[src/rtl/pee_pkg.sv]
// shared types, character codes and classification for the postfix evaluator
`timescale 1ns / 1ps

package pee_pkg;

    localparam int DATA_W  = 32;
    localparam int CHAR_W  = 8;
    localparam int DIGIT_W = 4;

    localparam logic [CHAR_W-1:0] CH_ZERO  = 8'h30;
    localparam logic [CHAR_W-1:0] CH_NINE  = 8'h39;
    localparam logic [CHAR_W-1:0] CH_PLUS  = 8'h2B;
    localparam logic [CHAR_W-1:0] CH_MINUS = 8'h2D;
    localparam logic [CHAR_W-1:0] CH_STAR  = 8'h2A;
    localparam logic [CHAR_W-1:0] CH_SLASH = 8'h2F;

    typedef enum logic [2:0] {
        OP_NOP  = 3'd0,
        OP_PUSH = 3'd1,
        OP_ADD  = 3'd2,
        OP_SUB  = 3'd3,
        OP_MUL  = 3'd4,
        OP_DIV  = 3'd5
    } t_op;

    typedef enum logic [1:0] {
        ST_OK        = 2'd0,
        ST_UNDERFLOW = 2'd1,
        ST_OVERFLOW  = 2'd2,
        ST_DIVZERO   = 2'd3
    } t_status;

    // one classified character as it waits between front and back
    typedef struct packed {
        t_op                op;
        logic [DIGIT_W-1:0] digit;
        logic               last;
    } t_item;

    function automatic t_op classify(input logic [CHAR_W-1:0] c);
        t_op op;
        op = OP_NOP;
        if (c >= CH_ZERO && c <= CH_NINE) begin
            op = OP_PUSH;
        end else if (c == CH_PLUS) begin
            op = OP_ADD;
        end else if (c == CH_MINUS) begin
            op = OP_SUB;
        end else if (c == CH_STAR) begin
            op = OP_MUL;
        end else if (c == CH_SLASH) begin
            op = OP_DIV;
        end
        return op;
    endfunction

endpackage

[src/rtl/postfix_expression_evaluator.sv]
// top level of the postfix expression evaluator
`timescale 1ns / 1ps

// Evaluates postfix expressions one character per transfer. Digits push
// their value, + - * / combine the two top operands in 32-bit wrapping
// arithmetic (division truncates toward zero), other characters are
// ignored; the transfer carrying end_of_expr yields one result with a
// status (0 ok, 1 underflow, 2 overflow, 3 divide by zero, value zero on
// error). A two-entry queue separates the input from the execution unit,
// so characters keep being taken, until it is full, while an operation
// runs or a result waits. Ignored characters are dropped at the queue
// unless they carry the end mark. A push is done in the idle state; + - *
// read the stack ram, then operate; / then waits for the divider, one
// quotient bit per cycle; the end mark loads the result register. The
// stack holds STACK_DEPTH operands and needs no clearing after reset.
module postfix_expression_evaluator #(
    parameter int STACK_DEPTH = 64
) (
    input  logic                i_clk,
    input  logic                i_rst_n,
    input  logic                i_valid,
    output logic                o_stall,
    input  logic [7:0]          i_char_code,
    input  logic                i_end_of_expr,
    output logic                o_valid,
    input  logic                i_stall,
    output logic signed [31:0]  o_value,
    output logic [1:0]          o_status
);

    pee_pkg::t_item                w_item;
    logic                          w_item_valid;
    logic                          w_pop;
    logic                          w_div_start;
    logic                          w_div_done;
    logic [pee_pkg::DATA_W-1:0]    w_dividend;
    logic [pee_pkg::DATA_W-1:0]    w_divisor;
    logic [pee_pkg::DATA_W-1:0]    w_quot;
    logic [pee_pkg::DATA_W-1:0]    w_value;

    pee_front u_front (
        .i_clk         (i_clk),
        .i_rst_n       (i_rst_n),
        .i_valid       (i_valid),
        .o_stall       (o_stall),
        .i_char_code   (i_char_code),
        .i_end_of_expr (i_end_of_expr),
        .o_item        (w_item),
        .o_item_valid  (w_item_valid),
        .i_pop         (w_pop)
    );

    pee_div u_div (
        .i_clk      (i_clk),
        .i_rst_n    (i_rst_n),
        .i_start    (w_div_start),
        .i_dividend (w_dividend),
        .i_divisor  (w_divisor),
        .o_done     (w_div_done),
        .o_quot     (w_quot)
    );

    pee_back #(
        .STACK_DEPTH (STACK_DEPTH)
    ) u_back (
        .i_clk        (i_clk),
        .i_rst_n      (i_rst_n),
        .i_item       (w_item),
        .i_item_valid (w_item_valid),
        .o_pop        (w_pop),
        .o_div_start  (w_div_start),
        .o_dividend   (w_dividend),
        .o_divisor    (w_divisor),
        .i_div_done   (w_div_done),
        .i_quot       (w_quot),
        .i_stall      (i_stall),
        .o_valid      (o_valid),
        .o_value      (w_value),
        .o_status     (o_status)
    );

    assign o_value = $signed(w_value);

`ifndef SYNTH
    a_err_value_zero: assert property (@(posedge i_clk) disable iff (!i_rst_n)
        o_valid && o_status != pee_pkg::ST_OK |-> o_value == '0)
        else $error("error result carries a non-zero value");

    a_pop_has_item: assert property (@(posedge i_clk) disable iff (!i_rst_n)
        w_pop |-> w_item_valid)
        else $error("execution unit popped an empty queue");

    a_div_not_instant: assert property (@(posedge i_clk) disable iff (!i_rst_n)
        w_div_start |=> !w_div_done)
        else $error("divider finished one cycle after start");

    a_no_start_while_div: assert property (@(posedge i_clk) disable iff (!i_rst_n)
        w_div_start |=> !w_div_start)
        else $error("divider restarted while busy");
`endif

endmodule

[src/rtl/pee_ram.sv]
// generic single-write, single-read ram with registered read data
`timescale 1ns / 1ps

module pee_ram #(
    parameter int WIDTH = 32,
    parameter int DEPTH = 64
) (
    input  logic                     i_clk,
    input  logic                     i_we,
    input  logic [$clog2(DEPTH)-1:0] i_waddr,
    input  logic [WIDTH-1:0]         i_wdata,
    input  logic [$clog2(DEPTH)-1:0] i_raddr,
    output logic [WIDTH-1:0]         o_rdata
);

    logic [WIDTH-1:0] r_mem [DEPTH];
    logic [WIDTH-1:0] r_rdata;

    always_ff @(posedge i_clk) begin
        if (i_we) begin
            r_mem[i_waddr] <= i_wdata;
        end
        r_rdata <= r_mem[i_raddr];
    end

    assign o_rdata = r_rdata;

endmodule

[src/rtl/pee_front.sv]
// front end: takes characters, classifies them and queues the useful ones
`timescale 1ns / 1ps

module pee_front (
    input  logic                        i_clk,
    input  logic                        i_rst_n,
    input  logic                        i_valid,
    output logic                        o_stall,
    input  logic [pee_pkg::CHAR_W-1:0]  i_char_code,
    input  logic                        i_end_of_expr,
    output pee_pkg::t_item              o_item,
    output logic                        o_item_valid,
    input  logic                        i_pop
);

    pee_pkg::t_item r_q [2];
    logic           r_wp, n_wp;
    logic           r_rp, n_rp;
    logic [1:0]     r_cnt, n_cnt;

    pee_pkg::t_item w_in;
    logic           w_take;
    logic           w_push;
    logic           w_pop;

    assign o_stall      = (r_cnt == 2'd2);
    assign o_item_valid = (r_cnt != 2'd0);
    assign o_item       = r_q[r_rp];

    always_comb begin
        w_in.op    = pee_pkg::classify(i_char_code);
        w_in.digit = i_char_code[pee_pkg::DIGIT_W-1:0];
        w_in.last  = i_end_of_expr;
        w_take     = i_valid && !o_stall;
        // ignored characters are dropped unless they close the expression
        w_push     = w_take && (w_in.op != pee_pkg::OP_NOP || i_end_of_expr);
        w_pop      = i_pop && o_item_valid;
        n_wp       = r_wp ^ w_push;
        n_rp       = r_rp ^ w_pop;
        n_cnt      = r_cnt + {1'b0, w_push} - {1'b0, w_pop};
    end

    always_ff @(posedge i_clk) begin
        if (w_push) begin
            r_q[r_wp] <= w_in;
        end
    end

    always_ff @(posedge i_clk) begin
        if (!i_rst_n) begin
            r_wp  <= 1'b0;
            r_rp  <= 1'b0;
            r_cnt <= 2'd0;
        end else begin
            r_wp  <= n_wp;
            r_rp  <= n_rp;
            r_cnt <= n_cnt;
        end
    end

endmodule

[src/rtl/pee_div.sv]
// iterative unsigned divider, one quotient bit per cycle
`timescale 1ns / 1ps

module pee_div (
    input  logic                        i_clk,
    input  logic                        i_rst_n,
    input  logic                        i_start,
    input  logic [pee_pkg::DATA_W-1:0]  i_dividend,
    input  logic [pee_pkg::DATA_W-1:0]  i_divisor,
    output logic                        o_done,
    output logic [pee_pkg::DATA_W-1:0]  o_quot
);

    localparam int DW = pee_pkg::DATA_W;
    localparam int CNTW = $clog2(DW);

    logic [DW-1:0]   r_rem, n_rem;
    logic [DW-1:0]   r_quo, n_quo;
    logic [DW-1:0]   r_dvs, n_dvs;
    logic [CNTW-1:0] r_cnt, n_cnt;
    logic            r_busy, n_busy;
    logic            r_done, n_done;

    logic [DW:0]     w_shift;
    logic            w_ge;

    always_comb begin
        w_shift = {r_rem, r_quo[DW-1]};
        w_ge    = (w_shift >= {1'b0, r_dvs});
        n_rem   = r_rem;
        n_quo   = r_quo;
        n_dvs   = r_dvs;
        n_cnt   = r_cnt;
        n_busy  = r_busy;
        n_done  = 1'b0;
        if (i_start) begin
            n_rem  = '0;
            n_quo  = i_dividend;
            n_dvs  = i_divisor;
            n_cnt  = '0;
            n_busy = 1'b1;
        end else if (r_busy) begin
            // remainder stays below the divisor, so it fits back in DW bits
            n_rem = w_ge ? DW'(w_shift - {1'b0, r_dvs}) : w_shift[DW-1:0];
            n_quo = {r_quo[DW-2:0], w_ge};
            n_cnt = r_cnt + CNTW'(1);
            if (r_cnt == CNTW'(DW - 1)) begin
                n_busy = 1'b0;
                n_done = 1'b1;
            end
        end
    end

    always_ff @(posedge i_clk) begin
        r_rem <= n_rem;
        r_quo <= n_quo;
        r_dvs <= n_dvs;
        r_cnt <= n_cnt;
    end

    always_ff @(posedge i_clk) begin
        if (!i_rst_n) begin
            r_busy <= 1'b0;
            r_done <= 1'b0;
        end else begin
            r_busy <= n_busy;
            r_done <= n_done;
        end
    end

    assign o_done = r_done;
    assign o_quot = r_quo;

endmodule

[src/rtl/pee_back.sv]
// back end: operand stack, arithmetic and result register
`timescale 1ns / 1ps

module pee_back #(
    parameter int STACK_DEPTH = 64
) (
    input  logic                        i_clk,
    input  logic                        i_rst_n,
    input  pee_pkg::t_item              i_item,
    input  logic                        i_item_valid,
    output logic                        o_pop,
    output logic                        o_div_start,
    output logic [pee_pkg::DATA_W-1:0]  o_dividend,
    output logic [pee_pkg::DATA_W-1:0]  o_divisor,
    input  logic                        i_div_done,
    input  logic [pee_pkg::DATA_W-1:0]  i_quot,
    input  logic                        i_stall,
    output logic                        o_valid,
    output logic [pee_pkg::DATA_W-1:0]  o_value,
    output logic [1:0]                  o_status
);

    localparam int DW = pee_pkg::DATA_W;
    localparam int AW = $clog2(STACK_DEPTH);
    localparam int CW = $clog2(STACK_DEPTH + 1);

    typedef enum logic [3:0] {
        S_IDLE = 4'b0001,
        S_READ = 4'b0010,
        S_DIV  = 4'b0100,
        S_FIN  = 4'b1000
    } t_state;

    t_state           r_state, n_state;
    logic [CW-1:0]    r_count, n_count;
    pee_pkg::t_status r_err, n_err;
    pee_pkg::t_op     r_op, n_op;
    logic             r_last, n_last;
    logic             r_neg, n_neg;
    logic [DW-1:0]    r_top, n_top;
    logic             r_out_valid, n_out_valid;
    logic [DW-1:0]    r_value, n_value;
    pee_pkg::t_status r_status, n_status;

    logic             w_we;
    logic [CW-1:0]    w_cm1;
    logic [CW-1:0]    w_cm2;
    logic [DW-1:0]    w_lhs;
    logic [DW-1:0]    w_rhs;

    // the top of stack lives in r_top, the entries below it in the ram
    pee_ram #(
        .WIDTH (DW),
        .DEPTH (STACK_DEPTH)
    ) u_stack (
        .i_clk   (i_clk),
        .i_we    (w_we),
        .i_waddr (w_cm1[AW-1:0]),
        .i_wdata (r_top),
        .i_raddr (w_cm2[AW-1:0]),
        .o_rdata (w_lhs)
    );

    assign w_cm1       = r_count - CW'(1);
    assign w_cm2       = r_count - CW'(2);
    assign w_rhs       = r_top;
    assign o_pop       = (r_state == S_IDLE) && i_item_valid;
    assign o_dividend  = w_lhs[DW-1] ? (DW'(0) - w_lhs) : w_lhs;
    assign o_divisor   = w_rhs[DW-1] ? (DW'(0) - w_rhs) : w_rhs;

    always_comb begin
        n_state     = r_state;
        n_count     = r_count;
        n_err       = r_err;
        n_op        = r_op;
        n_last      = r_last;
        n_neg       = r_neg;
        n_top       = r_top;
        n_out_valid = r_out_valid && i_stall;
        n_value     = r_value;
        n_status    = r_status;
        w_we        = 1'b0;
        o_div_start = 1'b0;

        unique case (r_state)
            S_IDLE: begin
                if (i_item_valid) begin
                    n_op   = i_item.op;
                    n_last = i_item.last;
                    // after an error the rest of the expression is skipped
                    if (r_err == pee_pkg::ST_OK) begin
                        unique case (i_item.op)
                            pee_pkg::OP_PUSH: begin
                                if (r_count >= CW'(STACK_DEPTH)) begin
                                    n_err = pee_pkg::ST_OVERFLOW;
                                end else begin
                                    w_we    = (r_count != '0);
                                    n_top   = {{(DW - pee_pkg::DIGIT_W){1'b0}}, i_item.digit};
                                    n_count = r_count + CW'(1);
                                end
                            end
                            pee_pkg::OP_ADD, pee_pkg::OP_SUB,
                            pee_pkg::OP_MUL, pee_pkg::OP_DIV: begin
                                if (r_count < CW'(2)) begin
                                    n_err = pee_pkg::ST_UNDERFLOW;
                                end else begin
                                    n_state = S_READ;
                                end
                            end
                            default: begin
                            end
                        endcase
                    end
                    if (n_state == S_IDLE && i_item.last) begin
                        n_state = S_FIN;
                    end
                end
            end
            S_READ: begin
                n_state = r_last ? S_FIN : S_IDLE;
                unique case (r_op)
                    pee_pkg::OP_ADD: begin
                        n_top   = w_lhs + w_rhs;
                        n_count = w_cm1;
                    end
                    pee_pkg::OP_SUB: begin
                        n_top   = w_lhs - w_rhs;
                        n_count = w_cm1;
                    end
                    pee_pkg::OP_MUL: begin
                        n_top   = w_lhs * w_rhs;
                        n_count = w_cm1;
                    end
                    pee_pkg::OP_DIV: begin
                        if (w_rhs == '0) begin
                            n_err = pee_pkg::ST_DIVZERO;
                        end else begin
                            o_div_start = 1'b1;
                            n_neg       = w_lhs[DW-1] ^ w_rhs[DW-1];
                            n_state     = S_DIV;
                        end
                    end
                    default: begin
                    end
                endcase
            end
            S_DIV: begin
                if (i_div_done) begin
                    // most negative over minus one wraps back to itself here
                    n_top   = r_neg ? (DW'(0) - i_quot) : i_quot;
                    n_count = w_cm1;
                    n_state = r_last ? S_FIN : S_IDLE;
                end
            end
            S_FIN: begin
                if (!r_out_valid || !i_stall) begin
                    n_out_valid = 1'b1;
                    if (r_err != pee_pkg::ST_OK) begin
                        n_status = r_err;
                        n_value  = '0;
                    end else if (r_count == '0) begin
                        n_status = pee_pkg::ST_UNDERFLOW;
                        n_value  = '0;
                    end else begin
                        n_status = pee_pkg::ST_OK;
                        n_value  = r_top;
                    end
                    n_count = '0;
                    n_err   = pee_pkg::ST_OK;
                    n_state = S_IDLE;
                end
            end
            default: begin
                n_state = S_IDLE;
            end
        endcase
    end

    always_ff @(posedge i_clk) begin
        r_op     <= n_op;
        r_last   <= n_last;
        r_neg    <= n_neg;
        r_top    <= n_top;
        r_value  <= n_value;
        r_status <= n_status;
    end

    always_ff @(posedge i_clk) begin
        if (!i_rst_n) begin
            r_state     <= S_IDLE;
            r_count     <= '0;
            r_err       <= pee_pkg::ST_OK;
            r_out_valid <= 1'b0;
        end else begin
            r_state     <= n_state;
            r_count     <= n_count;
            r_err       <= n_err;
            r_out_valid <= n_out_valid;
        end
    end

    assign o_valid  = r_out_valid;
    assign o_value  = r_value;
    assign o_status = r_status;

endmodule

[config.mk]
export PLATFORM = sky130hd
export DESIGN_NAME = postfix_expression_evaluator
export DESIGN_NICKNAME = d
export VERILOG_FILES = /design/src/rtl/pee_pkg.sv /design/src/rtl/postfix_expression_evaluator.sv /design/src/rtl/pee_ram.sv /design/src/rtl/pee_front.sv /design/src/rtl/pee_div.sv /design/src/rtl/pee_back.sv
export SDC_FILE = /design/constraint.sdc
export NUM_CORES = 2
export LEC_CHECK = 0
export BUFFER_PORTS_ARGS = -buffer_cell sky130_fd_sc_hd__buf_4
export CAP_MARGIN = 20
export CORE_MARGIN = 4
export CORE_UTILIZATION = 55
export CTS_CLUSTER_DIAMETER = 50
export DETAILED_ROUTE_END_ITERATION = 10
export PLACE_DENSITY = 0.71
export SLEW_MARGIN = 15
export SYNTH_ARGS = -nofsm -noshare
export SYNTH_HDL_FRONTEND = slang
export SYNTH_HIERARCHICAL = 1
export SYNTH_SLANG_ARGS = --single-unit
[constraint.sdc]
create_clock -name i_clk -period 8.8 [get_ports i_clk]
set_input_delay 0.44 -clock i_clk [delete_from_list [all_inputs] [get_ports i_clk]]
set_output_delay 0.44 -clock i_clk [all_outputs]
set_load 0.05 [all_outputs]
==> After elaboration in Yosys (flattened, before gate mapping) <==
Memories as Yosys holds them, arrays and structs flattened. A register that Yosys moved wholly into a read port is not among the register bits.
Cells that the tools add are included.
{ "totals": {"out_inout_bits": 36, "regBits": 192, "ramBits": 2064, "in_bits": 13, "memories": 2} }
{ "memory_table": {"columns": ["name", "words", "width", "read_ports", "rd_ports_with_merged_regs", "wr", "line_no", "text"], "rows": [
  ["u_back.u_stack.r_mem", 64, 32, 1, 1, 1, "pee_ram.sv:16", "logic [WIDTH-1:0] r_mem [DEPTH];"],
  ["u_front.r_q", 2, 8, 1, 1, 1, "pee_front.sv:16", "pee_pkg::t_item r_q [2];"]
]} }
{ "op_classes": {"magnitude_cmp": 5, "eq_ne": 33, "n_reduce_logical": 34, "n_mux": 69, "addsub": 12, "bitwise_logic": 6, "n_mul": 1} }
{ "ops": {"columns": ["op", "count"], "rows": [
  ["32-bit two-way mux", 10],
  ["32-bit one-hot mux with 3 select lines", 2],
  ["1-bit by 32-bit subtractor with 32-bit output (first input constant)", 3],
  ["32-bit subtractor", 2],
  ["7-bit two-way mux", 7],
  ["4-bit two-way mux", 12],
  ["33-bit by 32-bit greater-or-equal comparator with 1-bit output", 1],
  ["32-bit adder", 1],
  ["8-bit by 6-bit == test with 1-bit output (second input constant)", 4],
  ["32-bit zero test", 1],
  ["32-bit by 32-bit multiplier with 32-bit output", 1],
  ["31-bit two-way mux", 1],
  ["7-bit one-hot mux with 4 select lines", 1],
  ["1-bit two-way mux", 20],
  ["2-bit two-way mux", 8],
  ["4-bit one-hot mux with 4 select lines", 1],
  ["3-bit two-way mux", 5],
  ["3-bit by 2-bit == test with 1-bit output (second input constant)", 4],
  ["3-bit == test (second input constant)", 4],
  ["2-bit inequality test (second input constant)", 5],
  ["3-bit inequality test (second input constant)", 3],
  ["9-bit AND reduction", 1],
  ["3-bit nonzero test", 3],
  ["4-bit by 1-bit == test with 1-bit output (second input constant)", 2],
  ["other kinds (37)", 58]
]} }

==> Longest topological paths before layout <==
{ "depth": {"depth_word": 11, "mapped_depth": 30} }

==> Cells and area by module <==
Netlist, hierarchy kept.
{ "modules_own_cells": {"columns": ["module", "seq_area_each_um2", "area_each_um2", "cells_per_inst", "instances"], "rows": [
  ["pee_ram", 62139.6, 78953.2, 3507, 1],
  ["pee_back", 2412.3, 23930.5, 2741, 1],
  ["pee_div", 2702.6, 5791.8, 570, 1],
  ["pee_front", 580.6, 945.9, 63, 1]
]} }

==> Least setup slack after synthesis <==
OpenSTA, ideal clock, no wires.
{ "synth_timing": {"path_kind": "flip-flop to flip-flop", "startpoint": "register u_back.r_top[7]", "endpoint": "register u_back.r_top[30] (data pin)", "path_stages_with_launch": 27, "arrival_ns": 7.768, "setup_slack_ns": 0.766, "n_path_buf": 2, "path_cell_list": "edfxtp_1 clkbuf_1 clkbuf_1 and2_1 fa_1 fa_1 fa_1 inv_1 fa_1 inv_1 ha_1 ha_1 fa_1 inv_1 fa_1 inv_1 ha_1 a21oi_1 o21ai_0 a22o_1 a311o_1 a31oi_1 o21ai_0 a211o_1 o31ai_1 xor2_1 o21ai_0"} }
{ "synth_between": {"elab_chain_len": 3, "word_cells_on_any_way": 5, "classes_between": "2 x add/sub; 1 x mul; 2 x mux"} }
{ "synth_lines": {"columns": ["item", "line_no", "text"], "rows": [
  ["start: declaration", "pee_back.sv:40", "logic [DW-1:0] r_top, n_top;"],
  ["start signal: assignment", "pee_back.sv:183", "r_top <= n_top;"],
  ["32-bit by 32-bit multiplier with 32-bit output, or another cell as far along", "pee_back.sv:131", "n_top = w_lhs * w_rhs;"],
  ["32-bit one-hot mux with 3 select lines *", "pee_back.sv:121", "unique case (r_op)"],
  ["32-bit one-hot mux with 3 select lines *", "pee_back.sv:85", "unique case (r_state)"],
  ["net u_back.n_top[30]", "pee_back.sv:40", null]
]} }
Mark *: on every way through the listed nets, which the timed path passes. The rest lies on a longest branch.
A chain may end at the register's enable or synchronous reset.

==> Worst setup path in the final report <==
{ "layout_timing": {"startpoint": "register u_back.u_stack.r_rdata[5], in the netlist u_back/u_stack/o_rdata[5], read port of u_back.u_stack.r_mem", "endpoint": "register u_back.r_top[24] (data pin)"} }
{ "layout_between": {"elab_chain_len": 3, "word_cells_on_any_way": 5, "classes_between": "2 x add/sub; 1 x mul; 2 x mux"} }
{ "layout_lines": {"columns": ["item", "line_no", "text"], "rows": [
  ["start: declaration", "pee_ram.sv:17", "logic [WIDTH-1:0] r_rdata;"],
  ["32-bit by 32-bit multiplier with 32-bit output, or another cell as far along", "pee_back.sv:131", null],
  ["32-bit one-hot mux with 3 select lines *", "pee_back.sv:121", null],
  ["32-bit one-hot mux with 3 select lines *", "pee_back.sv:85", null],
  ["net u_back.n_top[24]", "pee_back.sv:40", null]
]} }
Marked as above.

==> impl_metrics.json <==
{
  "status": "finished clean",
  "via_count": 63330,
  "synth_seq_area_share_pct": 61.88,
  "clockBufferDepth": 3,
  "synth-compound-area-share_pct": 4.959,
  "netlist_instances": 6881,
  "r2r_end": "u_back/r_top[24]$_DFFE_PP_",
  "hp-class": "input pin to register",
  "r2r_setup_slack_ps": 560,
  "final_antenna_net_count": 0,
  "dpl.cell_count": 9412,
  "finalSetupTns_ps": 0,
  "slew_headroom_pct": 16.08,
  "ys_ff_latch": 2289,
  "stdcell_count": 9879,
  "min_to": "u_front/r_q[0][5]$_DFFE_PP_",
  "clock_skew_ps": 79.65,
  "period_share_pct": 93.64,
  "hp-start": "i_char_code[4]",
  "grt_pass1_vias": 63380,
  "io_pins": 49,
  "clock_latency_ps": 880,
  "regToRegStartpoint": "u_back/u_stack/o_rdata[5]$_DFF_P_",
  "cap_violations": 0,
  "drtIter0Drc": 8118,
  "portBuffers": 48,
  "setup_viol": 0,
  "syn-cell-area_sq_um": 109600,
  "synth_mux_area_share_pct": 11.52,
  "multiInputGateArea_sq_um": 38540,
  "synth-simple-area-share_pct": 6.141,
  "path_max_fanout": 15,
  "antenna_found_initial": 16,
  "num_rows": 163,
  "drc": 0,
  "clock-sinks": 2289,
  "core_area_sq_um": 197800,
  "hold_viol_final": 0,
  "synth_xor_area_share_pct": 2.149,
  "critPathLaunchType": "register",
  "die_w_um": 454.4,
  "die_h_um": 454.4,
  "arrival_ps": 8790,
  "die-area_sq_um": 206500,
  "final_common_cell": "edfxtp_1",
  "synth_top_family_by_area": "multiplexers",
  "synthArstFlopShare_pct": 0,
  "drt_wl_total_um": 296500,
  "synth_nets": 7507,
  "path_common_cell": "fa_1",
  "synthAdderAreaFrac_pct": 9.804,
  "synth-edff-count": 2199,
  "dp_hpwl_um": 185200,
  "cts_max_level": 4,
  "slew_violations": 0,
  "area_growth_pct": 11.06,
  "hold_depth": 3,
  "vias_per_cell": 6.410,
  "grt_max_degree": 120,
  "layout_common_cells": "edfxtp_1, inv_1, mux4_2",
  "yosysUniqueCellTypes": 101,
  "first_pass_iters": 6,
  "wl_per_cell_um": 30.02,
  "syn_avg_cell_area_sq_um": 15.93,
  "grt_setup_unrepaired": "false",
  "clock_tree.root_cell": "clkbuf_16",
  "grt_pass1_wl_um": 434200,
  "layout.nets": 7641,
  "cts_buffers": 231,
  "min_period_ps": 8240,
  "r2r_cells": 25,
  "cp-end-kind": "register",
  "overflow": 0,
  "crit_path_max_incr_delay_ps": 890,
  "start_util_pct": 55.41,
  "ff_latch_area_sq_um": 67840,
  "clk_pin_slew_worst_paths_ps": 60,
  "gp_congestion": 0.9322,
  "cts_resized": 0,
  "ys.flop_type": "edfxtp_1",
  "grtUsageTotal_pct": 28.95,
  "crit_type": "register to register",
  "yosysWarnings": 6,
  "layout-drive-gt1-share_pct": 17.83,
  "worstPathRequired_ps": 9350,
  "cp_slowest_cell": "dfxtp_1",
  "clock.fmax_mhz": 121.4,
  "tightest_slew_ps": 1245,
  "num-fill-cells": 14130,
  "cts_tree": "yes"
}
routing by layer:
layer,track usage (%),vias to the layer above,wire (um)
li1,-,26080,-
met1,41.68,32820,114300
met2,43.56,3889,135400
met3,7.111,525,35260
met4,10.30,4,11550
met5,0,-,25
critical path, delay by kind of cell, from the launching register on:
family	cells	cell delay, ps
buf+inv	5	580
compound gates	8	1770
xor+xnor	1	180
flops	1	890
fa+ha+maj	9	3720
simple gates	2	750
what timing repair did:
item / 4_1_cts / 5_1_grt
endpoints found under the hold margin: 25 / 0
hold buffers: 7 / 0
setup buffers: 0 / 0
endpoints found under the setup margin: 0 / 0
registers in the layout, summed over array words and instances, names as in the netlist, 7 cells and up, named ones only:
register	flops
u_div/o_quot	32
u_back/u_stack/o_rdata	32
u_back/r_count	7
u_div/r_rem	32
u_front/r_q	16
u_back/u_stack/r_mem	2048
u_div/r_dvs	32
u_back/o_value	32
u_back/r_top	32
area by class of cell:
class / instances / area share, %
well taps: 2640 / 2.713
diodes: 21 / 0.04316
inverters: 512 / 1.591
clock inverters: 152 / 1.415
multi-input cells: 3691 / 31.65
flip-flops and latches: 2289 / 55.72
repair buffers: 290 / 1.875
clock buffers: 284 / 4.987
synth_stat cells, drive strengths merged, types with 21 or more instances:
master	n	share of area (%)
o21ai	134	0.61
mux2i	178	1.6
a21oi	154	0.71
mux2	67	0.69
fa	410	7.5
or3	30	0.18
inv	511	1.7
mux4	448	9.2
xnor2	175	1.4
a21o	32	0.22
and3	49	0.28
nor2b	39	0.22
a22oi	138	0.95
nor3	44	0.25
edfxtp	2199	60
nand3	72	0.33
o31ai	33	0.24
xor2	94	0.75
nand2	425	1.5
nand2b	35	0.21
a211oi	31	0.22
clkbuf	233	0.80
dfxtp	90	1.6
buf	156	1.0
o22ai	60	0.34
o221ai	25	0.21
o41ai	21	0.20
a31oi	38	0.22
ha	203	2.3
nor2	210	0.72
and2	330	1.9
stage by stage:
stage	worst slack [ps]	hold WS, ps	utilization (%)	instance area, sq um
after global placement	907.9	455.9	57.50	113800
after CTS	662.4	25.32	61.50	121700
after global routing	64.31	59.92	61.54	121700
after detailed placement	699.2	467.3	57.53	113800
after floorplan	766.4	445.0	-	109600
final	559.5	96.50	61.54	121700
worst max path at each step:
stage | startpoint | to | slack [ps] | cells past startpoint
detailed placement | u_back/r_top[6]$_DFFE_PP_ | u_back/r_top[24]$_DFFE_PP_ | 700 | 23
finish | u_back/u_stack/o_rdata[5]$_DFF_P_ | u_back/r_top[24]$_DFFE_PP_ | 560 | 25
CTS | u_back/u_stack/o_rdata[5]$_DFF_P_ | u_back/r_top[24]$_DFFE_PP_ | 660 | 25
global placement | u_back/u_stack/o_rdata[5]$_DFF_P_ | u_back/r_top[30]$_DFFE_PP_ | 910 | 25
floorplan | u_back/r_top[7]$_DFFE_PP_ | u_back/r_top[30]$_DFFE_PP_ | 770 | 26
global route | u_back/u_stack/o_rdata[5]$_DFF_P_ | u_back/r_top[24]$_DFFE_PP_ | 60 | 25
logic make-up (layout without fill, tap and decap cells):
kind of cell / Yosys count / after routing
xor gates and xnor gates: 269 / 269
muxes: 693 / 693
adders and majority gates: 613 / 613
buffers and inverters: 901 / 1238
AOI/OAI and AO/OA: 798 / 798
other: 0 / 21
and+or+nand+nor: 1318 / 1318
DFF: 2289 / 2289
Power is left out: the tool's default activity adds up to more than one toggle a clock period on the data nets, which glitch-free logic cannot reach.
